### config.mk
export PLATFORM = sky130hd
export DESIGN_NAME = stx_etx_frame_receiver
export DESIGN_NICKNAME = d
export VERILOG_FILES = /design/src/hw/rtl/sefr_pkg.sv /design/src/hw/rtl/sefr_ram.sv /design/src/hw/rtl/sefr_datapath.sv /design/src/hw/rtl/sefr_ctrl.sv /design/src/hw/rtl/stx_etx_frame_receiver.sv
export SDC_FILE = /design/constraint.sdc
export NUM_CORES = 1
export LEC_CHECK = 0
export BUFFER_PORTS_ARGS = -buffer_cell sky130_fd_sc_hd__buf_2
export CAP_MARGIN = 20
export CORE_MARGIN = 3
export CORE_UTILIZATION = 60
export CTS_CLUSTER_DIAMETER = 30
export CTS_CLUSTER_SIZE = 8
export DETAILED_ROUTE_END_ITERATION = 16
export GPL_TIMING_DRIVEN = 1
export HOLD_SLACK_MARGIN = 0.05
export PLACE_DENSITY_LB_ADDON = 0.3
export SKIP_CTS_REPAIR_TIMING = 1
export SYNTH_ARGS = -nofsm -noshare
export SYNTH_HDL_FRONTEND = slang
export SYNTH_SLANG_ARGS = --single-unit
### constraint.sdc
create_clock -name clk -period 3.5 [get_ports clk]
set_clock_uncertainty 0.15 [all_clocks]
set_input_delay 0.7 -clock clk [delete_from_list [all_inputs] [get_ports clk]]
set_output_delay 0.7 -clock clk [all_outputs]
set_load 0.05 [all_outputs]
### src/hw/rtl/sefr_pkg.sv
// ----------------------------------------------------------------------------
// sefr_pkg
// Shared types and constants for the STX/ETX frame receiver.
// ----------------------------------------------------------------------------
package sefr_pkg;

  // Fixed field widths
  localparam int BYTE_W  = 8;
  localparam int IDX_W   = 6;
  localparam int TIMER_W = 16;
  localparam int ADDR_W  = 4;
  localparam int DATA_W  = 32;

  // Default frame store depth
  localparam int FRAME_DEPTH_DEF = 64;

  // Register indexes (paddr word index)
  localparam logic [1:0] REG_START   = 2'd0;
  localparam logic [1:0] REG_END     = 2'd1;
  localparam logic [1:0] REG_TIMEOUT = 2'd2;

  // Reset values of the registers
  localparam logic [BYTE_W-1:0]  START_RST   = 8'h02;
  localparam logic [BYTE_W-1:0]  END_RST     = 8'h03;
  localparam logic [TIMER_W-1:0] TIMEOUT_RST = 16'd20;

  // Input item opcodes
  localparam logic OP_BYTE = 1'b0;
  localparam logic OP_TICK = 1'b1;

  typedef struct packed {
    logic              opcode;
    logic [BYTE_W-1:0] rx_byte;
  } in_item_t;

  typedef struct packed {
    logic [IDX_W-1:0]  byte_index;
    logic [BYTE_W-1:0] payload_byte;
    logic              last_of_frame;
  } out_item_t;

  typedef struct packed {
    logic [BYTE_W-1:0]  start_code;
    logic [BYTE_W-1:0]  end_code;
    logic [TIMER_W-1:0] timeout_ticks;
  } cfg_t;

  // Controller -> datapath
  typedef struct packed {
    logic clear;     // drop frame: zero count, checksum and timer
    logic store;     // write byte, bump count, fold checksum
    logic tick_inc;  // count one idle tick
    logic rd_start;  // readout index to zero
    logic rd_en;     // issue store read
    logic rd_next;   // advance readout index
  } ctl_cmd_t;

  // Datapath -> controller
  typedef struct packed {
    logic is_tick;
    logic is_start;
    logic is_end;
    logic frame_ok;
    logic full;
    logic timeout_hit;
    logic last_rd;
  } ctl_sts_t;

endpackage

### src/hw/rtl/sefr_ram.sv
// ----------------------------------------------------------------------------
// sefr_ram
// Generic single-write, single-read RAM with registered read data.
// ----------------------------------------------------------------------------
module sefr_ram #(
  parameter int WIDTH = 8,
  parameter int DEPTH = 64
) (
  input  logic                     clk,
  input  logic                     we,
  input  logic [$clog2(DEPTH)-1:0] waddr,
  input  logic [WIDTH-1:0]         wdata,
  input  logic                     re,
  input  logic [$clog2(DEPTH)-1:0] raddr,
  output logic [WIDTH-1:0]         rdata
);

  logic [WIDTH-1:0] mem [DEPTH];
  logic [WIDTH-1:0] rdata_r;

  always_ff @(posedge clk) begin
    if (we) begin
      mem[waddr] <= wdata;
    end
    if (re) begin
      rdata_r <= mem[raddr];
    end
  end

  assign rdata = rdata_r;

endmodule

### src/hw/rtl/sefr_datapath.sv
// ----------------------------------------------------------------------------
// sefr_datapath
// Frame store, byte count, running checksum, idle timer and readout index.
// ----------------------------------------------------------------------------
module sefr_datapath #(
  parameter int FRAME_DEPTH = sefr_pkg::FRAME_DEPTH_DEF
) (
  input  logic                clk,
  input  logic                rst_n,
  input  sefr_pkg::cfg_t      cfg,
  input  sefr_pkg::in_item_t  in_data,
  input  sefr_pkg::ctl_cmd_t  cmd,
  output sefr_pkg::ctl_sts_t  sts,
  output sefr_pkg::out_item_t out_data
);

  localparam int AW = $clog2(FRAME_DEPTH);
  localparam int CW = $clog2(FRAME_DEPTH + 1);

  logic [CW-1:0]               count_r, count_nxt;
  logic [sefr_pkg::BYTE_W-1:0] xor_r, xor_nxt;
  logic [sefr_pkg::TIMER_W-1:0] timer_r, timer_nxt;
  logic [AW-1:0]               rd_idx_r, rd_idx_nxt;
  logic [sefr_pkg::BYTE_W-1:0] rd_byte;

  // Frame store
  sefr_ram #(
    .WIDTH (sefr_pkg::BYTE_W),
    .DEPTH (FRAME_DEPTH)
  ) u_store (
    .clk   (clk),
    .we    (cmd.store),
    .waddr (count_r[AW-1:0]),
    .wdata (in_data.rx_byte),
    .re    (cmd.rd_en),
    .raddr (rd_idx_r),
    .rdata (rd_byte)
  );

  // Next-state of the frame bookkeeping
  always_comb begin
    count_nxt  = count_r;
    xor_nxt    = xor_r;
    timer_nxt  = timer_r;
    rd_idx_nxt = rd_idx_r;
    if (cmd.clear) begin
      count_nxt = '0;
      xor_nxt   = '0;
      timer_nxt = '0;
    end else if (cmd.store) begin
      count_nxt = count_r + CW'(1);
      xor_nxt   = xor_r ^ in_data.rx_byte;
      timer_nxt = '0;
    end else if (cmd.tick_inc) begin
      timer_nxt = timer_r + 16'd1;
    end
    if (cmd.rd_start) begin
      rd_idx_nxt = '0;
    end else if (cmd.rd_next) begin
      rd_idx_nxt = rd_idx_r + AW'(1);
    end
  end

  always_ff @(posedge clk) begin
    if (!rst_n) begin
      count_r <= '0;
      xor_r   <= '0;
      timer_r <= '0;
    end else begin
      count_r <= count_nxt;
      xor_r   <= xor_nxt;
      timer_r <= timer_nxt;
    end
  end

  // Readout index is payload-like, only meaningful during readout
  always_ff @(posedge clk) begin
    rd_idx_r <= rd_idx_nxt;
  end

  // Status toward the controller
  always_comb begin
    sts.is_tick     = (in_data.opcode == sefr_pkg::OP_TICK);
    sts.is_start    = (in_data.rx_byte == cfg.start_code);
    sts.is_end      = (in_data.rx_byte == cfg.end_code);
    sts.frame_ok    = (count_r >= CW'(2)) && (xor_r == '0);
    sts.full        = (count_r == CW'(FRAME_DEPTH));
    // tick would push the timer past the limit
    sts.timeout_hit = (timer_r >= cfg.timeout_ticks);
    sts.last_rd     = ((CW'(rd_idx_r) + CW'(2)) == count_r);
  end

  // Result item straight from the registered store read
  assign out_data.byte_index    = sefr_pkg::IDX_W'(rd_idx_r);
  assign out_data.payload_byte  = rd_byte;
  assign out_data.last_of_frame = sts.last_rd;

endmodule

### src/hw/rtl/sefr_ctrl.sv
// ----------------------------------------------------------------------------
// sefr_ctrl
// Receiver state machine: hunts for start, collects, checks, reads out.
// ----------------------------------------------------------------------------
module sefr_ctrl (
  input  logic               clk,
  input  logic               rst_n,
  input  logic               in_valid,
  output logic               in_stall,
  output logic               out_valid,
  input  logic               out_stall,
  input  sefr_pkg::ctl_sts_t sts,
  output sefr_pkg::ctl_cmd_t cmd
);

  typedef enum logic [1:0] {
    ST_IDLE,
    ST_FRAME,
    ST_RD,
    ST_OUT
  } state_t;

  state_t state_r, state_nxt;
  logic   out_valid_r, out_valid_nxt;
  logic   in_acc;

  // Input taken only while hunting or collecting
  assign in_stall  = !((state_r == ST_IDLE) || (state_r == ST_FRAME));
  assign in_acc    = in_valid && !in_stall;
  assign out_valid = out_valid_r;

  // Next state and commands
  always_comb begin
    state_nxt     = state_r;
    out_valid_nxt = out_valid_r;
    cmd           = '0;
    case (state_r)
      ST_IDLE: begin
        if (in_acc && !sts.is_tick && sts.is_start) begin
          cmd.clear = 1'b1;
          state_nxt = ST_FRAME;
        end
      end
      ST_FRAME: begin
        if (in_acc) begin
          if (sts.is_tick) begin
            if (sts.timeout_hit) begin
              cmd.clear = 1'b1;
              state_nxt = ST_IDLE;
            end else begin
              cmd.tick_inc = 1'b1;
            end
          end else if (sts.is_end) begin
            if (sts.frame_ok) begin
              cmd.rd_start = 1'b1;
              state_nxt    = ST_RD;
            end else begin
              cmd.clear = 1'b1;
              state_nxt = ST_IDLE;
            end
          end else if (sts.full) begin
            // overflow drops the frame
            cmd.clear = 1'b1;
            state_nxt = ST_IDLE;
          end else begin
            cmd.store = 1'b1;
          end
        end
      end
      ST_RD: begin
        cmd.rd_en     = 1'b1;
        out_valid_nxt = 1'b1;
        state_nxt     = ST_OUT;
      end
      ST_OUT: begin
        if (!out_stall) begin
          out_valid_nxt = 1'b0;
          if (sts.last_rd) begin
            cmd.clear = 1'b1;
            state_nxt = ST_IDLE;
          end else begin
            cmd.rd_next = 1'b1;
            state_nxt   = ST_RD;
          end
        end
      end
      default: begin
        state_nxt     = ST_IDLE;
        out_valid_nxt = 1'b0;
      end
    endcase
  end

  always_ff @(posedge clk) begin
    if (!rst_n) begin
      state_r     <= ST_IDLE;
      out_valid_r <= 1'b0;
    end else begin
      state_r     <= state_nxt;
      out_valid_r <= out_valid_nxt;
    end
  end

endmodule

### src/hw/rtl/stx_etx_frame_receiver.sv
// ----------------------------------------------------------------------------
// stx_etx_frame_receiver
// STX/ETX framed serial receiver with XOR checksum and tick-based timeout.
// ----------------------------------------------------------------------------
//  channel | ports                                  | carries
//  --------+----------------------------------------+---------------------------
//  input   | in_valid, in_stall, in_data            | opcode, rx_byte
//  result  | out_valid, out_stall, out_data         | byte_index, payload_byte,
//          |                                        | last_of_frame
//  config  | psel, penable, pwrite, paddr, pwdata,  | start_code, end_code,
//          | prdata, pready                         | timeout_ticks
//
// A byte or tick item is taken without stall while hunting or collecting.
// An end byte closing a good frame of n stored bytes holds in_stall high
// while its n-1 payload bytes are read out, and for any out_stall: each needs
// one registered store read, then a turn on the output register. Reset (rst_n,
// sync) returns to idle and loads register defaults; no clearing pass is needed.
// ----------------------------------------------------------------------------
module stx_etx_frame_receiver #(
  parameter int FRAME_DEPTH = sefr_pkg::FRAME_DEPTH_DEF
) (
  input  logic                              clk,
  input  logic                              rst_n,
  // input items
  input  logic                              in_valid,
  output logic                              in_stall,
  input  sefr_pkg::in_item_t                in_data,
  // result items
  output logic                              out_valid,
  input  logic                              out_stall,
  output sefr_pkg::out_item_t               out_data,
  // register port
  input  logic                              psel,
  input  logic                              penable,
  input  logic                              pwrite,
  input  logic [sefr_pkg::ADDR_W-1:0]       paddr,
  input  logic [sefr_pkg::DATA_W-1:0]       pwdata,
  output logic [sefr_pkg::DATA_W-1:0]       prdata,
  output logic                              pready
);

  sefr_pkg::cfg_t     cfg_r;
  sefr_pkg::ctl_cmd_t cmd;
  sefr_pkg::ctl_sts_t sts;
  logic               wr_en;
  logic [1:0]         reg_idx;

  // Register write decode
  assign pready  = 1'b1;
  assign wr_en   = psel && penable && pwrite;
  assign reg_idx = paddr[3:2];

  always_ff @(posedge clk) begin
    if (!rst_n) begin
      cfg_r.start_code    <= sefr_pkg::START_RST;
      cfg_r.end_code      <= sefr_pkg::END_RST;
      cfg_r.timeout_ticks <= sefr_pkg::TIMEOUT_RST;
    end else if (wr_en) begin
      case (reg_idx)
        sefr_pkg::REG_START:   cfg_r.start_code    <= pwdata[sefr_pkg::BYTE_W-1:0];
        sefr_pkg::REG_END:     cfg_r.end_code      <= pwdata[sefr_pkg::BYTE_W-1:0];
        sefr_pkg::REG_TIMEOUT: cfg_r.timeout_ticks <= pwdata[sefr_pkg::TIMER_W-1:0];
        default: ;
      endcase
    end
  end

  // Register read mux
  always_comb begin
    case (reg_idx)
      sefr_pkg::REG_START:   prdata = sefr_pkg::DATA_W'(cfg_r.start_code);
      sefr_pkg::REG_END:     prdata = sefr_pkg::DATA_W'(cfg_r.end_code);
      sefr_pkg::REG_TIMEOUT: prdata = sefr_pkg::DATA_W'(cfg_r.timeout_ticks);
      default:               prdata = '0;
    endcase
  end

  sefr_ctrl u_ctrl (
    .clk       (clk),
    .rst_n     (rst_n),
    .in_valid  (in_valid),
    .in_stall  (in_stall),
    .out_valid (out_valid),
    .out_stall (out_stall),
    .sts       (sts),
    .cmd       (cmd)
  );

  sefr_datapath #(
    .FRAME_DEPTH (FRAME_DEPTH)
  ) u_dp (
    .clk      (clk),
    .rst_n    (rst_n),
    .cfg      (cfg_r),
    .in_data  (in_data),
    .cmd      (cmd),
    .sts      (sts),
    .out_data (out_data)
  );

endmodule
==> results.txt, run 1 <==
outcome: finished clean
vias post-DR: 14700
Sequential Power Share: 43.4%
DRC: 0
worst r2r src: u_dp.count_r[4]$_SDFFE_PP0P_
#FFs+latches synth: 592
total power: 0.0177 W
antenna violations before repair: 2
FF-to-FF End: u_dp.u_store.mem[11][1]$_DFFE_PP_
Worst Path Arrival: 2560 ps
Critical Path End Type: output pin
sequential fraction of the synthesis area: 70.0%
area grow syn2layout: 20.2%
first-pass GRT wire length: 91.2 mm
TritonRoute pass-1 iters: 7
Sink Count: 592
DIE HEIGHT: 208 um
layout cells sized above 1: 26.7%
cells after synthesis: 1492
worst hold endpoint: cfg_r[12]$_SDFFE_PN0P_
largest net degree at the start of global routing: 68
Ports: 102
Filler Cell Count: 2258
final setup vio count: 0
Syn. warnings: 0
top_reg_cell synth: edfxtp_1
GRT overflow: 0
area leader, netlist: edfxtp_1
Worst Hold Launch: pwdata[12]
die area: 43100 um2
worst reg2reg path depth: 7
Total GRT Usage: 27.9%
H-tree Lvls: 3
Async S/R FF share, synth: 0%
number of global-route vias before repair: 15100
Netlist cell types: 61
Synth Area in Adders: 1.13%
Final nets: 1780
Final Cycle Share: 97.5%
core footprint: 39900 um2
NetSw: 0.00362 W
power density cells: 605 nW/um2
CP startpoint kind: register
Internal Power: 0.0141 W
Peak supply drop: 0.423 mV
Hold Path Depth: 3
Clk pwr share: 54.9%
dpl hpwl: 33.9 mm
RSZ-0062 raised after global routing: no
post-synth top area share: 64.1%
Starting Density: 61.0%
multiplexer share of the synthesized area: 13.7%
max_cap viols: 0
IO Port Bufs: 66
Skew-Pair Late Insertion Delay: 620 ps
fmax: 0.293 GHz
row cnt: 73
WP data required: 2650 ps
Compound-Gate Fraction of Synth Area: 4.97%
Pins Over Slew Limit: 0
final wirelength: 60.0 mm
Hold Vio Cnt, Final: 0
Die W: 208 um
Max Buffers Root-to-Sink: 3
clock-pin slew of the registers on the worst-case setup and hold paths: 50 ps
Hold WC Path Type: input port to register
Worst slew margin: 38.8%
WL/cell: 25.9 um
Slew @ Worst Pin: 918 ps
syn avg cell area: 16.3 um2
Starting DRT DRC Count: 1578
Tmin final: 3410 ps
Synth Area in Simple Gates: 6.11%
XOR/XNOR Fraction of Synth Area: 1.47%
clock root buffer: clkbuf_16
Post-Syn Area: 24400 um2
R2R Setup Slk: 350 ps
Routed Antenna Nets: 0
vias per inst: 6.34
GPL Wtd Cong: 0.837
TritonCTS Buffers: 109
Switching Share: 20.4%
P_leak: 9.69 nW
CTS tree: yes
Comb power frac: 1.7%
EDFF count, synth: 520
main combinational cell family by area after synthesis: multiplexers
Setup Crit Path Kind: register to output pin
synth top area cells: edfxtp_1 64%, mux4_2 9.1%, dfxtp_1 5.9%, mux2i_1 4.7%, nor2_1 1.6%
Finished Core Util: 73.4%
Worst Path Max Fanout: 6
final setup TNS: 0 ps
[state kept, by name, indices dropped and copies added (netlist names), 2 cells and up]
register	cells
u_dp.count_r	7
u_dp.rd_idx_r	6
u_dp.xor_r	8
u_dp.u_store.mem	512
cfg_r	32
u_dp.timer_r	16
u_dp.u_store.rdata	8
u_ctrl.state_r	2
[area by class of cell]
type | count | area (um2) | share of cell area (%)
clock buffer | 138 | 2930 | 10.0
timing repair buffer | 188 | 1280 | 4.36
multi-input combinational | 791 | 6760 | 23.1
inverter | 24 | 90.1 | 0.308
tap | 525 | 657 | 2.24
sequential | 592 | 17100 | 58.3
clock inverter | 57 | 510 | 1.74
antenna | 1 | 2.50 | 0.00854
[how the worst max path moves through the flow]
stage / startpoint / to / slack (ps) / depth (start not counted)
3_3_place_gp: in_data[7] / u_dp.u_store.mem[51][5]$_DFFE_PP_ / 230 / 9
2_1_floorplan: paddr[2] / prdata[4] / 10 / 4
5_1_grt: u_dp.rd_idx_r[2]$_SDFFE_PP0P_ / out_data[0] / 10 / 7
3_5_place_dp: in_data[7] / u_dp.u_store.mem[59][6]$_DFFE_PP_ / 200 / 9
4_1_cts: u_dp.rd_idx_r[2]$_SDFFE_PP0P_ / out_data[0] / -50 / 7
6_report: u_dp.rd_idx_r[2]$_SDFFE_PP0P_ / out_data[0] / 90 / 7
[synth_stat cells (2+ instances only)]
cell,count
a211oi_1,21
a21oi_1,53
a311oi_1,8
and2_1,8
and3_1,2
buf_1,10
buf_2,24
buf_4,26
buf_6,3
clkbuf_1,37
conb_1,2
dfxtp_1,72
edfxtp_1,520
ha_1,22
inv_1,24
mux2i_1,114
mux4_2,98
nand2_1,94
nand2b_1,2
nand3_1,30
nand3_2,3
nand3b_1,5
nand4_1,12
nor2_1,106
nor2b_1,5
nor3_1,13
nor3b_1,2
nor4_1,8
nor4_2,2
o211ai_1,3
o21a_1,2
o21ai_0,55
o221ai_1,16
o22ai_1,16
or2_2,3
or3_1,2
or3b_2,2
or4_1,5
xnor2_1,19
xor2_1,22
[cells by family after synthesis]
family,after synthesis
mux,212
xor+xnor,41
other cells,2
buf+inv,124
fa+ha+maj,22
flops,592
simple gates,313
compound gates,186
[routing by layer]
layer | vias to the layer above | wire length [um] | track usage (%)
met2 | 832 | 29600 | 45.0
met3 | 134 | 5390 | 6.12
li1 | 6264 | - | -
met4 | 0 | 2050 | 10.6
met1 | 7456 | 22900 | 38.0
met5 | - | 0 | 0
[power by group through the flow]
stage / Sequential [W] / Clock [W] / Combinational (W)
detailed placement: 0.00783 / 0 / 0.000291
global route: 0.00769 / 0.0101 / 0.000314
finish: 0.00770 / 0.00973 / 0.000297
floorplan: 0.00783 / 0 / 0.000134
CTS: 0.00770 / 0.00980 / 0.000295
global placement: 0.00782 / 0 / 0.000281
[through the flow]
stage	cells	setup slack, ps	hold WS, ps	area (um2)
2_1_floorplan	1507	12.4	287	24400
3_3_place_gp	2119	229	309	25800
3_5_place_dp	2119	202	312	25800
4_1_cts	2314	-50.6	148	29300
5_1_grt	2316	13.0	181	29300
6_report	2316	86.3	170	29300
[worst max-delay path, cell delays in order (launching register included)]
cell	delay, ps
dfxtp_1	390
ha_2	270
nand4b_1	120
a2111oi_1	420
o21a_1	240
nand2_2	140
inv_1	110
clkbuf_4	240
[cells in the final DEF (no fill, tap or decap), types with 5 or more instances in the layout]
cell type   netlist  layout
a211oi_1         21      21
a21oi_1          53      53
a311oi_1          8       8
and2_1            8       8
buf_2            24      65
buf_4            26     119
bufinv_16         0       7
clkbuf_1         37      23
clkbuf_16         0     112
clkinv_1          0      11
clkinv_2          0      23
clkinvlp_4        0       7
conb_1            2      17
dfxtp_1          72      69
edfxtp_1        520     520
ha_1             22      21
inv_1            24      24
mux2i_1         114     114
mux4_2           98      98
nand2_1          94      93
nand3_1          30      30
nand3b_1          5       5
nand4_1          12      12
nor2_1          106     106
nor3_1           13      13
nor4_1            8       8
o21ai_0          55      55
o221ai_1         16      16
o22ai_1          16      16
or4_1             5       5
xnor2_1          19      19
xor2_1           22      22
(Power assumes the default switching activity.)
==> inputs of run 2 (changes only) <==
--- a/constraint.sdc
+++ b/constraint.sdc
@@ -3,3 +3,3 @@
 set_input_delay 0.7 -clock clk [delete_from_list [all_inputs] [get_ports clk]]
 set_output_delay 0.7 -clock clk [all_outputs]
-set_load 0.05 [all_outputs]
+set_load 0.1 [all_outputs]
==> results.txt, run 2 (same netlist as run 1, synthesis figures left out) <==
outcome: finished clean (unchanged)
antenna violations before repair: 1 (was 2)
most common cell after layout, fill and taps aside: edfxtp_1 (unchanged)
Setup Crit Path Kind: register to output pin (unchanged)
largest net degree at the start of global routing: 68 (unchanged)
worst reg2reg path depth: 7 (unchanged)
most frequent cells in the layout: 520 x edfxtp_1, 114 x mux2i_1, 108 x clkbuf_16, 106 x nor2_1, 103 x buf_4 (was 520 x edfxtp_1, 119 x buf_4, 114 x mux2i_1, 112 x clkbuf_16, 106 x nor2_1)
register area: 17100 um2 (about the same)
final setup vio count: 0 (unchanged)
DIE HEIGHT: 208 um (unchanged)
IO Port Bufs: 66 (unchanged)
first-pass GRT wire length: 90.2 mm (was 91.2 mm)
TritonRoute pass-1 iters: 5 (was 7)
Pins Over Slew Limit: 0 (unchanged)
multi-input logic area: 6760 um2 (about the same)
crit path to: out_data[0] (unchanged)
Worst Hold Launch: pwdata[12] (unchanged)
Worst slew margin: 38.5% (was 38.8%)
GRT overflow: 0 (unchanged)
Total GRT Usage: 27.5% (was 27.9%)
core footprint: 39900 um2 (unchanged)
die area: 43100 um2 (unchanged)
worst r2r src: u_dp.count_r[3]$_SDFFE_PP0P_ (was u_dp.count_r[4]$_SDFFE_PP0P_)
worst setup path start: u_dp.rd_idx_r[2]$_SDFFE_PP0P_ (unchanged)
vias per inst: 6.34 (about the same)
Critical Path End Type: output pin (unchanged)
Hold WC Path Type: input port to register (unchanged)
final wirelength: 58.8 mm (was 60.0 mm)
Worst Path Arrival: 2580 ps (was 2560 ps)
Worst Path Max Fanout: 7 (was 6)
RSZ-0062 raised after global routing: no (unchanged)
Skew-Pair Late Insertion Delay: 610 ps (was 620 ps)
Tmin final: 3430 ps (was 3410 ps)
CTS tree: yes (unchanged)
R2R Setup Slk: 290 ps (was 350 ps)
power density cells: 596 nW/um2 (was 605 nW/um2)
vias post-DR: 14500 (was 14700)
Ports: 102 (unchanged)
Max Buffers Root-to-Sink: 3 (unchanged)
Largest register FFs: 512 (unchanged)
CP startpoint kind: register (unchanged)
Die W: 208 um (unchanged)
Final nets: 1760 (was 1780)
area grow syn2layout: 19.0% (was 20.2%)
max_cap viols: 0 (unchanged)
Largest regs: u_dp.u_store.mem: 512 flops, cfg_r: 32 flops, u_dp.timer_r: 16 flops (unchanged)
layout cells sized above 1: 25.4% (was 26.7%)
P_leak: 9.51 nW (was 9.69 nW)
Starting DRT DRC Count: 1374 (was 1578)
Routed Antenna Nets: 0 (unchanged)
clock root buffer: clkbuf_16 (unchanged)
Slew @ Worst Pin: 922 ps (was 918 ps)
final setup margin: 72.3 ps (was 86.3 ps)
TritonCTS Buffers: 104 (was 109)
Peak supply drop: 0.389 mV (was 0.423 mV)
WL/cell: 25.7 um (was 25.9 um)
largest register by flop count: u_dp.u_store.mem (unchanged)
number of global-route vias before repair: 14900 (was 15100)
Fin Hold WS: 176 ps (was 170 ps)
GPL Wtd Cong: 0.821 (was 0.837)
Starting Density: 61.0% (unchanged)
clock-pin slew of the registers on the worst-case setup and hold paths: 50 ps (about the same)
dpl hpwl: 33.7 mm (was 33.9 mm)
pre-CTS setup slack: 92.8 ps (was 202 ps)
DRC: 0 (unchanged)
FF-to-FF End: u_dp.u_store.mem[34][3]$_DFFE_PP_ (was u_dp.u_store.mem[11][1]$_DFFE_PP_)
Sink Count: 592 (unchanged)
Filler Cell Count: 2297 (was 2258)
Hold Vio Cnt, Final: 0 (unchanged)
H-tree Lvls: 3 (unchanged)
WP data required: 2650 ps (about the same)
row cnt: 73 (unchanged)
fmax: 0.292 GHz (was 0.293 GHz)
Final Cycle Share: 97.9% (was 97.5%)
Diodes inserted: 0 (was 1)
run 2: cell count changes in the layout (fill, tap and decap cells not counted), sizes merged:
cell / previous run / this run
bufinv: 7 / 6
buf: 187 / 173
diode: 1 / 0
clkbuf: 139 / 131
clkinvlp: 7 / 6
clkinv: 40 / 34
run 2: worst min-delay path by stage:
stage	end	slack, ps	cells after the start
3_5_place_dp	cfg_r[15]$_SDFFE_PN0P_	320	2
5_1_grt	cfg_r[8]$_SDFFE_PN0P_	200	3
6_report	cfg_r[12]$_SDFFE_PN0P_	180	3
4_1_cts	cfg_r[12]$_SDFFE_PN0P_	160	3
2_1_floorplan	u_dp.xor_r[5]$_SDFFE_PP0P_	290	1
3_3_place_gp	cfg_r[11]$_SDFFE_PN0P_	310	2
run 2: final cells by class:
class,count,area share [%]
inverter,24,0.311
sequential,592,58.9
tap,525,2.27
clock inverter,49,1.42
timing repair buffer,173,4.14
multi-input combinational,791,23.3
clock buffer,131,9.66
run 2: critical path, stage by stage, from the launching register on:
cell and delay (ps):
dfxtp_2 400, ha_2 280, nand4b_1 140, a2111oi_1 430, o21a_1 240, nand2_2 130
inv_1 150, buf_12 180
run 2: power breakdown:
| part | total (W) | internal [W] | switching, W |
|---|---|---|---|
| Sequential | 0.00770 | 0.00769 | 0.00000435 |
| Clock | 0.00924 | 0.00601 | 0.00323 |
| Combinational | 0.000342 | 0.0000488 | 0.000293 |
run 2: layer usage:
layer  share of wire (%)  GRT usage [%]  vias up
met3                 8.7           4.99      120
met1                  38           37.4     7295
li1                    -              -     6198
met2                  50           45.0      865
met4                 3.1           10.4        0
met5                   0              0        -
run 2: per-stage QoR:
stage / utilization [%] / area [um2] / power, W / std cells / TNS [ps]
after global placement: 64.5 / 25800 / 0.00815 / 2104 / 0
after global routing: 72.6 / 29000 / 0.0177 / 2285 / 0
after detailed placement: 64.5 / 25800 / 0.00816 / 2104 / 0
after floorplan: - / 24400 / 0.00802 / 1507 / -254
final: 72.6 / 29000 / 0.0173 / 2285 / 0
after CTS: 72.6 / 29000 / 0.0173 / 2284 / -5.46
==> inputs of run 3 (changes only) <==
Settings changed: CORE_UTILIZATION 60 to 30.
==> results.txt, run 3 (same netlist as run 1, synthesis figures left out) <==
clock-pin slew of the registers on the worst-case setup and hold paths: 40 ps (was 50 ps)
most frequent cells in the layout: 520 x edfxtp_1, 137 x buf_4, 136 x clkbuf_16, 114 x mux2i_1, 106 x nor2_1 (was 520 x edfxtp_1, 114 x mux2i_1, 108 x clkbuf_16, 106 x nor2_1, 103 x buf_4)
Skew-Pair Late Insertion Delay: 700 ps (was 610 ps)
placed cells: 2658 (was 2104)
largest net degree at the start of global routing: 68 (unchanged)
TritonRoute pass-1 iters: 8 (was 5)
GRT overflow: 0 (unchanged)
CTS tree: yes (unchanged)
Max Buffers Root-to-Sink: 3 (unchanged)
Peak supply drop: 0.438 mV (was 0.389 mV)
final setup margin: 167 ps (was 72.3 ps)
DIE HEIGHT: 291 um (was 208 um)
power density cells: 633 nW/um2 (was 596 nW/um2)
row cnt: 103 (was 73)
core footprint: 79800 um2 (was 39900 um2)
final setup TNS: 0 ps (unchanged)
die area: 84700 um2 (was 43100 um2)
Setup Crit Path Kind: register to output pin (unchanged)
outcome: finished clean (unchanged)
Worst Path Max Fanout: 6 (was 7)
R2R Setup Slk: 600 ps (was 290 ps)
GPL Wtd Cong: 0.797 (was 0.821)
CP startpoint kind: register (unchanged)
H-tree Lvls: 4 (was 3)
pre-CTS setup slack: 248 ps (was 92.8 ps)
most common cell after layout, fill and taps aside: edfxtp_1 (unchanged)
clock root buffer: clkbuf_16 (unchanged)
DRC: 0 (unchanged)
P_leak: 10.2 nW (was 9.51 nW)
Worst path slowest cell: a2111oi_2 (was a2111oi_1)
Ports: 102 (unchanged)
Pins Over Slew Limit: 0 (unchanged)
Final Cycle Share: 95.2% (was 97.9%)
Final nets: 1823 (was 1760)
Hold Path Depth: 3 (unchanged)
Starting DRT DRC Count: 1284 (was 1374)
Die W: 291 um (was 208 um)
Slew @ Worst Pin: 954 ps (was 922 ps)
worst r2r src: u_dp.count_r[1]$_SDFFE_PP0P_ (was u_dp.count_r[3]$_SDFFE_PP0P_)
layout cells sized above 1: 28.9% (was 25.4%)
Total GRT Usage: 14.6% (was 27.5%)
largest register by flop count: u_dp.u_store.mem (unchanged)
Largest regs: u_dp.u_store.mem: 512 flops, cfg_r: 32 flops, u_dp.timer_r: 16 flops (unchanged)
worst reg2reg path depth: 10 (was 7)
fin cells: 2897 (was 2285)
final wirelength: 62.1 mm (was 58.8 mm)
WP data required: 2650 ps (about the same)
WL/cell: 21.4 um (was 25.7 um)
max_cap viols: 0 (unchanged)
vias post-DR: 14200 (was 14500)
antenna violations before repair: 5 (was 1)
Starting Density: 30.5% (was 61.0%)
Largest register FFs: 512 (unchanged)
delay of the slowest critical-path stage: 370 ps (was 430 ps)
Worst slew margin: 36.1% (was 38.5%)
Fin Hold WS: 110 ps (was 176 ps)
IO Port Bufs: 66 (unchanged)
Hold WC Path Type: input port to register (unchanged)
worst-path cell chain: ha_2 -> nand4b_1 -> a2111oi_2 -> o21a_1 -> nand2_2 -> inv_1 -> buf_12 (was ha_2 -> nand4b_1 -> a2111oi_1 -> o21a_1 -> nand2_2 -> inv_1 -> buf_12)
number of global-route vias before repair: 14700 (was 14900)
fmax: 0.300 GHz (was 0.292 GHz)
final setup vio count: 0 (unchanged)
Worst Hold Launch: pwdata[10] (was pwdata[12])
Hold Vio Cnt, Final: 0 (unchanged)
Diodes inserted: 0 (unchanged)
area grow syn2layout: 27.6% (was 19.0%)
Critical Path End Type: output pin (unchanged)
dpl hpwl: 39.1 mm (was 33.7 mm)
FF-to-FF End: u_dp.u_store.mem[58][3]$_DFFE_PP_ (was u_dp.u_store.mem[34][3]$_DFFE_PP_)
Sink Count: 592 (unchanged)
TritonCTS Buffers: 130 (was 104)
vias per inst: 4.90 (was 6.34)
first-pass GRT wire length: 92.7 mm (was 90.2 mm)
Routed Antenna Nets: 0 (unchanged)
Tmin final: 3330 ps (was 3430 ps)
Worst Path Arrival: 2480 ps (was 2580 ps)
worst hold endpoint: cfg_r[10]$_SDFFE_PN0P_ (was cfg_r[12]$_SDFFE_PN0P_)
[run 3: changes by cell type in the layout (fill, tap and decap cells not counted), sizes merged]
cell,delta
inv,+3
clkbuf,+28
bufinv,+6
clkinv,+12
clkinvlp,+2
buf,+36
[run 3: worst max path at each step]
stage | to | slack [ps] | start | cells after the start
floorplan | prdata[4] | -250 | paddr[2] | 4
global placement | u_dp.u_store.mem[58][0]$_DFFE_PP_ | 290 | in_data[6] | 10
detailed placement | u_dp.u_store.mem[58][0]$_DFFE_PP_ | 250 | in_data[6] | 10
CTS | out_data[0] | -270 | u_dp.rd_idx_r[1]$_SDFFE_PP0P_ | 7
global route | out_data[0] | -4 | u_dp.rd_idx_r[2]$_SDFFE_PP0P_ | 7
finish | out_data[0] | 170 | u_dp.rd_idx_r[2]$_SDFFE_PP0P_ | 7
[run 3: where the power goes]
group	total [W]	leakage, nW	switching [W]	internal, W
Clock	0.0116	2.06	0.00370	0.00791
Sequential	0.00771	5.26	0.00000495	0.00770
Combinational	0.000361	2.91	0.000302	0.0000585
[run 3: metal layers]
metal	GRT usage [%]	vias up	wire length (um)
li1	-	6379	-
met1	19.0	7230	26900
met2	23.3	477	29700
met3	4.27	104	4340
met4	4.99	6	1180
met5	0	-	39
[run 3: critical path: cells and delay by family (launching register included)]
family | cells | cell delay (ps)
simple gates | 2 | 250
fa+ha+maj | 1 | 260
flops | 1 | 360
buf+inv | 2 | 310
compound gates | 2 | 620
[run 3: final cells by class]
class                   instances  area (um2)
flip-flops and latches        592       17100
multi-input cells             791        6780
repair buffers                210        1590
well taps                    1050        1310
clock buffers                 158        3490
clock inverters                72         748
inverters                      24        90.1
fillers                      7241       48700
[run 3: through the flow]
step | power [W] | cell area [um2] | utilization (%)
2_1_floorplan | 0.00802 | 24400 | -
3_3_place_gp | 0.00818 | 26700 | 33.5
3_5_place_dp | 0.00819 | 26700 | 33.5
4_1_cts | 0.0199 | 31000 | 38.8
5_1_grt | 0.0203 | 31100 | 39.0
6_report | 0.0197 | 31100 | 39.0
